==> config.mk <==
export PLATFORM = sky130hd
export DESIGN_NAME = tga_rle_pixel_decoder
export DESIGN_NICKNAME = d
export VERILOG_FILES = /design/src/rtl/tga_rle_pkg.sv /design/src/rtl/tga_rle_regs.sv /design/src/rtl/tga_rle_core.sv /design/src/rtl/tga_rle_pixel_decoder.sv
export SDC_FILE = /design/constraint.sdc
export NUM_CORES = 1
export LEC_CHECK = 0
export BUFFER_PORTS_ARGS = -buffer_cell sky130_fd_sc_hd__buf_2
export CAP_MARGIN = 30
export CORE_ASPECT_RATIO = 0.9
export CORE_MARGIN = 2
export CORE_UTILIZATION = 55
export DETAILED_ROUTE_END_ITERATION = 10
export PLACE_DENSITY = 0.78
export SYNTH_ARGS = -nofsm -noshare
export SYNTH_HDL_FRONTEND = slang
export SYNTH_SLANG_ARGS = --single-unit
==> constraint.sdc <==
create_clock -name clk -period 11.2 [get_ports clk]
set_clock_uncertainty 0.2 [all_clocks]
set_input_delay 0.56 -clock clk [delete_from_list [all_inputs] [get_ports clk]]
set_output_delay 0.56 -clock clk [all_outputs]
set_load 0.02 [all_outputs]
==> src/rtl/tga_rle_pkg.sv <==
package tga_rle_pkg;

  localparam int unsigned AddrWidth = 4;
  localparam int unsigned DataWidth = 32;

  localparam logic [7:0] ALPHA_OPAQUE = 8'hFF;
  localparam int unsigned HDR_RUN_BIT = 7;

  typedef enum logic [1:0] {
    REG_RUN_LENGTH_CODED = 2'd0,
    REG_HAS_ALPHA        = 2'd1,
    REG_TOTAL_PIXELS     = 2'd2
  } reg_index_t;

  typedef struct packed {
    logic        run_length_coded;
    logic        has_alpha;
    logic [31:0] total_pixels;
  } cfg_t;

  typedef struct packed {
    logic [7:0] red;
    logic [7:0] green;
    logic [7:0] blue;
    logic [7:0] alpha;
    logic [7:0] repeat_res;
    logic       image_end;
  } pixel_t;

endpackage

==> src/rtl/tga_rle_regs.sv <==
module tga_rle_regs (
  input  logic                                 clk,
  input  logic                                 rst,
  input  logic                                 psel,
  input  logic                                 penable,
  input  logic                                 pwrite,
  input  logic [tga_rle_pkg::AddrWidth-1:0]    paddr,
  input  logic [tga_rle_pkg::DataWidth-1:0]    pwdata,
  output logic [tga_rle_pkg::DataWidth-1:0]    prdata,
  output logic                                 pready,
  output tga_rle_pkg::cfg_t                    cfg
);

  logic        wr_en;
  logic [1:0]  reg_sel;

  assign pready  = 1'b1;
  assign wr_en   = psel && penable && pwrite && pready;
  assign reg_sel = paddr[3:2];

  always_ff @(posedge clk) begin
    if (rst) begin
      cfg <= '0;
    end else if (wr_en) begin
      case (reg_sel)
        tga_rle_pkg::REG_RUN_LENGTH_CODED: cfg.run_length_coded <= pwdata[0];
        tga_rle_pkg::REG_HAS_ALPHA:        cfg.has_alpha        <= pwdata[0];
        tga_rle_pkg::REG_TOTAL_PIXELS:     cfg.total_pixels     <= pwdata;
        default: ;
      endcase
    end
  end

  always_comb begin
    case (reg_sel)
      tga_rle_pkg::REG_RUN_LENGTH_CODED: prdata = {31'd0, cfg.run_length_coded};
      tga_rle_pkg::REG_HAS_ALPHA:        prdata = {31'd0, cfg.has_alpha};
      tga_rle_pkg::REG_TOTAL_PIXELS:     prdata = cfg.total_pixels;
      default:                           prdata = '0;
    endcase
  end

endmodule

==> src/rtl/tga_rle_core.sv <==
module tga_rle_core (
  input  logic                  clk,
  input  logic                  rst,
  input  tga_rle_pkg::cfg_t     cfg,
  input  logic                  byte_valid,
  input  logic [7:0]            byte_data,
  input  logic                  advance,
  output logic                  res_valid,
  output tga_rle_pkg::pixel_t   res
);

  logic        expect_header;
  logic        packet_is_run;
  logic [7:0]  packet_left;
  logic [1:0]  byte_in_pixel;
  logic [23:0] held_colour;
  logic [31:0] pixels_done;

  logic        expect_header_next;
  logic        packet_is_run_next;
  logic [7:0]  packet_left_next;
  logic [1:0]  byte_in_pixel_next;
  logic [23:0] held_colour_next;
  logic [31:0] pixels_done_next;

  logic        fire;
  logic        is_header;
  logic        is_final;
  logic [32:0] diff;
  logic [31:0] remaining;
  logic [7:0]  repeat_raw;
  logic        at_end;

  assign fire      = byte_valid && advance && (cfg.total_pixels != '0);
  assign is_header = cfg.run_length_coded && expect_header && (byte_in_pixel == 2'd0);
  assign is_final  = (byte_in_pixel == 2'd3) || ((byte_in_pixel == 2'd2) && !cfg.has_alpha);

  assign diff       = {1'b0, cfg.total_pixels} - {1'b0, pixels_done};
  assign remaining  = (!diff[32] && (diff[31:0] != '0)) ? diff[31:0] : 32'd1;
  assign repeat_raw = (cfg.run_length_coded && packet_is_run && (packet_left != '0))
                      ? packet_left : 8'd1;
  assign at_end     = {24'd0, repeat_raw} >= remaining;

  always_comb begin
    res_valid              = fire && !is_header && is_final;
    res.red                = (byte_in_pixel == 2'd2) ? byte_data : held_colour[23:16];
    res.green              = held_colour[15:8];
    res.blue               = held_colour[7:0];
    res.alpha              = (cfg.has_alpha && (byte_in_pixel == 2'd3))
                             ? byte_data : tga_rle_pkg::ALPHA_OPAQUE;
    res.repeat_res         = at_end ? remaining[7:0] : repeat_raw;
    res.image_end          = at_end;
  end

  always_comb begin
    expect_header_next = expect_header;
    packet_is_run_next = packet_is_run;
    packet_left_next   = packet_left;
    byte_in_pixel_next = byte_in_pixel;
    held_colour_next   = held_colour;
    pixels_done_next   = pixels_done;
    if (fire) begin
      if (is_header) begin
        packet_is_run_next = byte_data[tga_rle_pkg::HDR_RUN_BIT];
        packet_left_next   = {1'b0, byte_data[6:0]} + 8'd1;
        expect_header_next = 1'b0;
      end else if (!is_final) begin
        case (byte_in_pixel)
          2'd0:    held_colour_next[7:0]   = byte_data;
          2'd1:    held_colour_next[15:8]  = byte_data;
          2'd2:    held_colour_next[23:16] = byte_data;
          default: ;
        endcase
        byte_in_pixel_next = byte_in_pixel + 2'd1;
      end else begin
        byte_in_pixel_next = 2'd0;
        if (byte_in_pixel == 2'd2) begin
          held_colour_next[23:16] = byte_data;
        end
        if (at_end) begin
          expect_header_next = 1'b1;
          packet_is_run_next = 1'b0;
          packet_left_next   = '0;
          held_colour_next   = '0;
          pixels_done_next   = '0;
        end else begin
          pixels_done_next = pixels_done + {24'd0, repeat_raw};
          if (cfg.run_length_coded) begin
            if (packet_is_run || (packet_left <= 8'd1)) begin
              packet_left_next   = '0;
              expect_header_next = 1'b1;
            end else begin
              packet_left_next = packet_left - 8'd1;
            end
          end
        end
      end
    end
  end

  always_ff @(posedge clk) begin
    if (rst) begin
      expect_header <= 1'b1;
      packet_is_run <= 1'b0;
      packet_left   <= '0;
      byte_in_pixel <= '0;
      pixels_done   <= '0;
    end else begin
      expect_header <= expect_header_next;
      packet_is_run <= packet_is_run_next;
      packet_left   <= packet_left_next;
      byte_in_pixel <= byte_in_pixel_next;
      pixels_done   <= pixels_done_next;
    end
  end

  always_ff @(posedge clk) begin
    if (rst) begin
      held_colour <= '0;
    end else begin
      held_colour <= held_colour_next;
    end
  end

endmodule

==> src/rtl/tga_rle_pixel_decoder.sv <==
// Decodes the pixel payload of a true-colour targa image, one byte per beat,
// into pixels of red, green, blue and alpha with a repeat count; the last
// pixel of the image carries image_end and the decoder then waits for the
// next image. A byte is taken every cycle unless out_ready stalls the output:
// it is held in an input register, decoded combinationally against the packet
// and pixel state, and a finished pixel waits in an output register. Throughput
// is one byte per cycle when unstalled, set by the single state update per byte.
// Registers are to be written through the APB port at byte addresses 0
// (run_length_coded), 4 (has_alpha) and 8 (total_pixels) only while the
// decoder is idle; the block itself does not enforce this.
module tga_rle_pixel_decoder (
  input  logic                                 clk,
  input  logic                                 rst,
  input  logic                                 psel,
  input  logic                                 penable,
  input  logic                                 pwrite,
  input  logic [tga_rle_pkg::AddrWidth-1:0]    paddr,
  input  logic [tga_rle_pkg::DataWidth-1:0]    pwdata,
  output logic [tga_rle_pkg::DataWidth-1:0]    prdata,
  output logic                                 pready,
  input  logic                                 in_valid,
  output logic                                 in_ready,
  input  logic [7:0]                           data_byte,
  output logic                                 out_valid,
  input  logic                                 out_ready,
  output logic [7:0]                           red,
  output logic [7:0]                           green,
  output logic [7:0]                           blue,
  output logic [7:0]                           alpha,
  output logic [7:0]                           repeat_res,
  output logic                                 image_end
);

  tga_rle_pkg::cfg_t   cfg;
  tga_rle_pkg::pixel_t res;
  tga_rle_pkg::pixel_t out_pix;

  logic       in_q_valid;
  logic [7:0] in_q_byte;
  logic       advance;
  logic       res_valid;

  tga_rle_regs u_regs (
    .clk     (clk),
    .rst     (rst),
    .psel    (psel),
    .penable (penable),
    .pwrite  (pwrite),
    .paddr   (paddr),
    .pwdata  (pwdata),
    .prdata  (prdata),
    .pready  (pready),
    .cfg     (cfg)
  );

  assign advance  = !out_valid || out_ready;
  assign in_ready = !in_q_valid || advance;

  always_ff @(posedge clk) begin
    if (rst) begin
      in_q_valid <= 1'b0;
    end else if (in_ready) begin
      in_q_valid <= in_valid;
    end
  end

  always_ff @(posedge clk) begin
    if (in_ready && in_valid) begin
      in_q_byte <= data_byte;
    end
  end

  tga_rle_core u_core (
    .clk        (clk),
    .rst        (rst),
    .cfg        (cfg),
    .byte_valid (in_q_valid),
    .byte_data  (in_q_byte),
    .advance    (advance),
    .res_valid  (res_valid),
    .res        (res)
  );

  always_ff @(posedge clk) begin
    if (rst) begin
      out_valid <= 1'b0;
    end else if (advance) begin
      out_valid <= in_q_valid && res_valid;
    end
  end

  always_ff @(posedge clk) begin
    if (advance && res_valid) begin
      out_pix <= res;
    end
  end

  assign red        = out_pix.red;
  assign green      = out_pix.green;
  assign blue       = out_pix.blue;
  assign alpha      = out_pix.alpha;
  assign repeat_res = out_pix.repeat_res;
  assign image_end  = out_pix.image_end;

`ifndef SYNTHESIS
  a_repeat_range: assert property (@(posedge clk) disable iff (rst)
    out_valid |-> (repeat_res != 8'd0) && (repeat_res <= 8'd128))
    else $error("repeat count out of range");

  a_in_hold: assert property (@(posedge clk) disable iff (rst)
    (in_q_valid && !advance) |=> (in_q_valid && $stable(in_q_byte)))
    else $error("buffered byte lost while stalled");

  a_result_source: assert property (@(posedge clk) disable iff (rst)
    $rose(out_valid) |-> $past(in_q_valid))
    else $error("result without a buffered byte");
`endif

endmodule

==> flow_summary_export.csv <==
group,metric,value,unit
drt,dr.pass1.iters,9,
cells_and_area,antennaDiodeCount,0,
timing,max_freq,146,MHz
pwr,power_frac_seq,0.445,
die,initial_core_util,0.564,
pwr,swShare,0.293,
timing,min_period,6.87,ns
timing,rsz0062_at_grt,"false",
timing,hold_viol,0,
pwr,power,1.33,mW
cells_and_area,final_cell_mix,"163 x nand2_1, 124 x buf_2, 104 x a21oi_1, 104 x dfxtp_1, 68 x nor2_1",
clocking,cts_root_buf,"clkbuf_16",
die,dieArea,17700,µm²
timing,setup_viol,0,
cells_and_area,syn2layout_area_growth,14.5,%
die,core-area,16200,µm²
pwr,switchingPower,0.390,mW
die,die_y,126,µm
grt,grt_overflow,0,
drt,wl_per_cell,16.4,µm
run_status,status,"finished with violations",
grt,antenna_found_initial,0,
cells_and_area,final_common_cell,"nand2_1",
pwr,ir_worst_vdd,0.154,mV
pwr,power_density,127,nW/µm²
clocking,cts_tree,"built",
drt,viasPerCell,5.87,
yosys,synthArstFlopShare,0,
timing,fin_crit_sh,0.614,
run_status,violations,"design-rule violations",
placed_design,hpwl,16.2,mm
drt,vias,8266,
critical_path,crit_path_max_fanout,11,
min_path,hold_class,"input port to register",
yosys,ys_warn_count,0,
grt,track_usage,0.261,
pwr,combPwrFrac,0.123,
cells_and_area,fillers,1344,
yosys,seq_area_frac_synth,0.388,
yosys,synth_area_per_cell,8.40,µm²
clocking,cts-hold-fix-buffers,0,
pwr,p_int,0.940,mW
die,die_w,140,µm
cells_and_area,final_layout_size_suffix_gt1_frac,0.171,
clocking,numCtsBuffers,17,
drt,ant_nets,0,
clocking,clock_sinks,153,
timing,max-slew-margin-rel,0.353,
drt,wl,23.2,mm
yosys,syn_inst,1090,
yosys,synth-seq-cells,153,
timing,slew_violations,0,
placed_design,gp_congestion,0.913,
cells_and_area,fin_util,0.646,
placed_design,portBuffers,123,
timing,tightestPinTransition,0.971,ns
critical_path,endpoint_kind,"register",
critical_path,worstPathRequired,11.34,ns
yosys,yosys_most_used_dff,"dfxtp_1",
critical_path,arrival,7.01,ns
die,placementRows,44,
yosys,syn-cell-area,9160,µm²
clocking,clk_pin_slew,0.07,ns
flow_run,drv_cap,0,
grt,grt_pass1_vias,7530,
grt,grt_pass1_wl,37.5,mm
clocking,cts_setup_buffers,0,
grt,grt_max_degree,60,
clocking,clk_latency,0.43,ns
critical_path,critPathKind,"register to register",
critical_path,start_kind,"register",
pwr,p_leak,4.23,nW
clocking,htreeDepth,4,
drt,drt_iter0_drc,730,
cells_and_area,final_nets,1296,
yosys,synth_cell_types,75,
pwr,p_clk_frac,0.432,
yosys,synth_fp_nets,1198,
die,ios,127,
timing,fin_setup_tns,0,ns
clocking,clockBufferDepth,2,
yosys,synth_edf_count,49,
clocking,cts_resized,0,
drt,drc,6,
==> final cells by class <==
cell class | count | area [µm²] | share of cell area
Clock inverter | 15 | 178 | 0.0169
Tap cell | 207 | 259 | 0.0247
Inverter | 70 | 263 | 0.0251
Clock buffer | 17 | 425 | 0.0406
Timing Repair Buffer | 130 | 678 | 0.0647
Multi-Input combinational cell | 816 | 5130 | 0.489
Sequential cell | 153 | 3550 | 0.339
==> power by group through the flow <==
stage | clock [mW] | combinational [mW] | sequential [mW]
floorplan | 0 | 0.121 | 0.599
global placement | 0 | 0.157 | 0.604
detailed placement | 0 | 0.159 | 0.605
CTS | 0.582 | 0.160 | 0.592
global route | 0.608 | 0.180 | 0.593
finish | 0.574 | 0.163 | 0.592
==> worst max-delay path, cell delays in order, from the launching register on <==
cell	delay, ns
dfxtp_1	0.44
inv_1	0.07
ha_1	0.23
fa_1	0.41
nand2b_1	0.19
a21oi_1	0.25
o21ai_0	0.21
o31ai_1	0.72
a21boi_0	0.24
xnor2_1	0.18
nand2b_1	0.21
nor4_1	0.44
a31oi_1	0.29
nand2_1	0.13
ha_1	0.23
nand2b_1	0.16
a21o_1	0.19
a21o_1	0.17
a21oi_1	0.15
nor2b_1	0.06
o21ai_0	0.15
a21oi_1	0.08
buf_4	0.18
a22o_1	0.20
a41oi_1	0.61
nor2_1	0.11
a221oi_1	0.28
==> worst paths after layout <==
check / start / end / slack, ns / cells past startpoint
max reg2reg: u_regs.cfg[0] / u_core.packet_left[0] / 4.33 / 26
max: u_regs.cfg[0] / u_core.packet_left[0] / 4.33 / 26
min reg2reg: u_core.held_colour[0] / blue[0] / 0.23 / 0
min: data_byte[1] / in_q_byte[1] / 0.10 / 1
==> per-stage QoR <==
step | cells | hold slack, ns | area [µm²] | setup WS (ns)
finish | 1408 | 0.102 | 10500 | 4.33
global route | 1408 | 0.0864 | 10500 | 3.77
CTS | 1408 | 0.0880 | 10500 | 4.53
detailed placement | 1376 | 0.216 | 9880 | 4.59
global placement | 1374 | 0.213 | 9860 | 4.64
floorplan | 1090 | 0.208 | 9160 | 5.71
==> metal layers <==
| metal | GRT usage | vias up | part of all wire |
|---|---|---|---|
| met3 | 0.0510 | 36 | 0.065 |
| li1 | - | 4049 | - |
| met2 | 0.432 | 293 | 0.47 |
| met5 | 0 | - | 0 |
| met1 | 0.351 | 3888 | 0.45 |
| met4 | 0.0778 | 0 | 0.017 |
==> cell families (layout without fill, tap and decap cells) <==
group | count (synthesis) | after routing | share of synthesized area
buffers and inverters | 121 | 232 | 0.0527
other | 1 | 1 | 0.000409
xor gates and xnor gates | 56 | 56 | 0.0536
DFF | 153 | 153 | 0.388
adders and majority gates | 57 | 57 | 0.0795
AOI/OAI and AO/OA | 272 | 272 | 0.191
muxes | 11 | 11 | 0.0133
and+or+nand+nor | 419 | 419 | 0.221
==> Yosys cell counts (10+ instances only) <==
cell / instances / area, µm²
a21oi_1: 104 / 521
a31oi_1: 14 / 87.6
a32oi_1: 11 / 96.3
and2_1: 41 / 257
and3_1: 13 / 81.3
clkbuf_1: 38 / 143
dfxtp_1: 104 / 2080
edfxtp_1: 49 / 1470
ha_1: 55 / 688
inv_1: 68 / 255
nand2_1: 163 / 612
nand2b_1: 17 / 106
nand3_1: 40 / 200
nand4_1: 14 / 87.6
nor2_1: 68 / 255
nor3_1: 13 / 65.1
nor4_1: 15 / 93.8
o21ai_0: 43 / 215
o21ai_1: 14 / 70.1
o31ai_1: 10 / 75.1
xnor2_1: 42 / 368
xor2_1: 14 / 123
==> sequential cells by signal (all words and copies together), names as in the netlist, 2 cells and up <==
| register | flops |
|---|---|
| repeat_res | 8 |
| u_core.held_colour | 24 |
| blue | 8 |
| green | 8 |
| u_core.byte_in_pixel | 2 |
| u_core.packet_left | 8 |
| u_regs.cfg | 34 |
| alpha | 8 |
| u_core.pixels_done | 32 |
| in_q_byte | 8 |
| red | 8 |
Power figures use the tool's default switching activity.
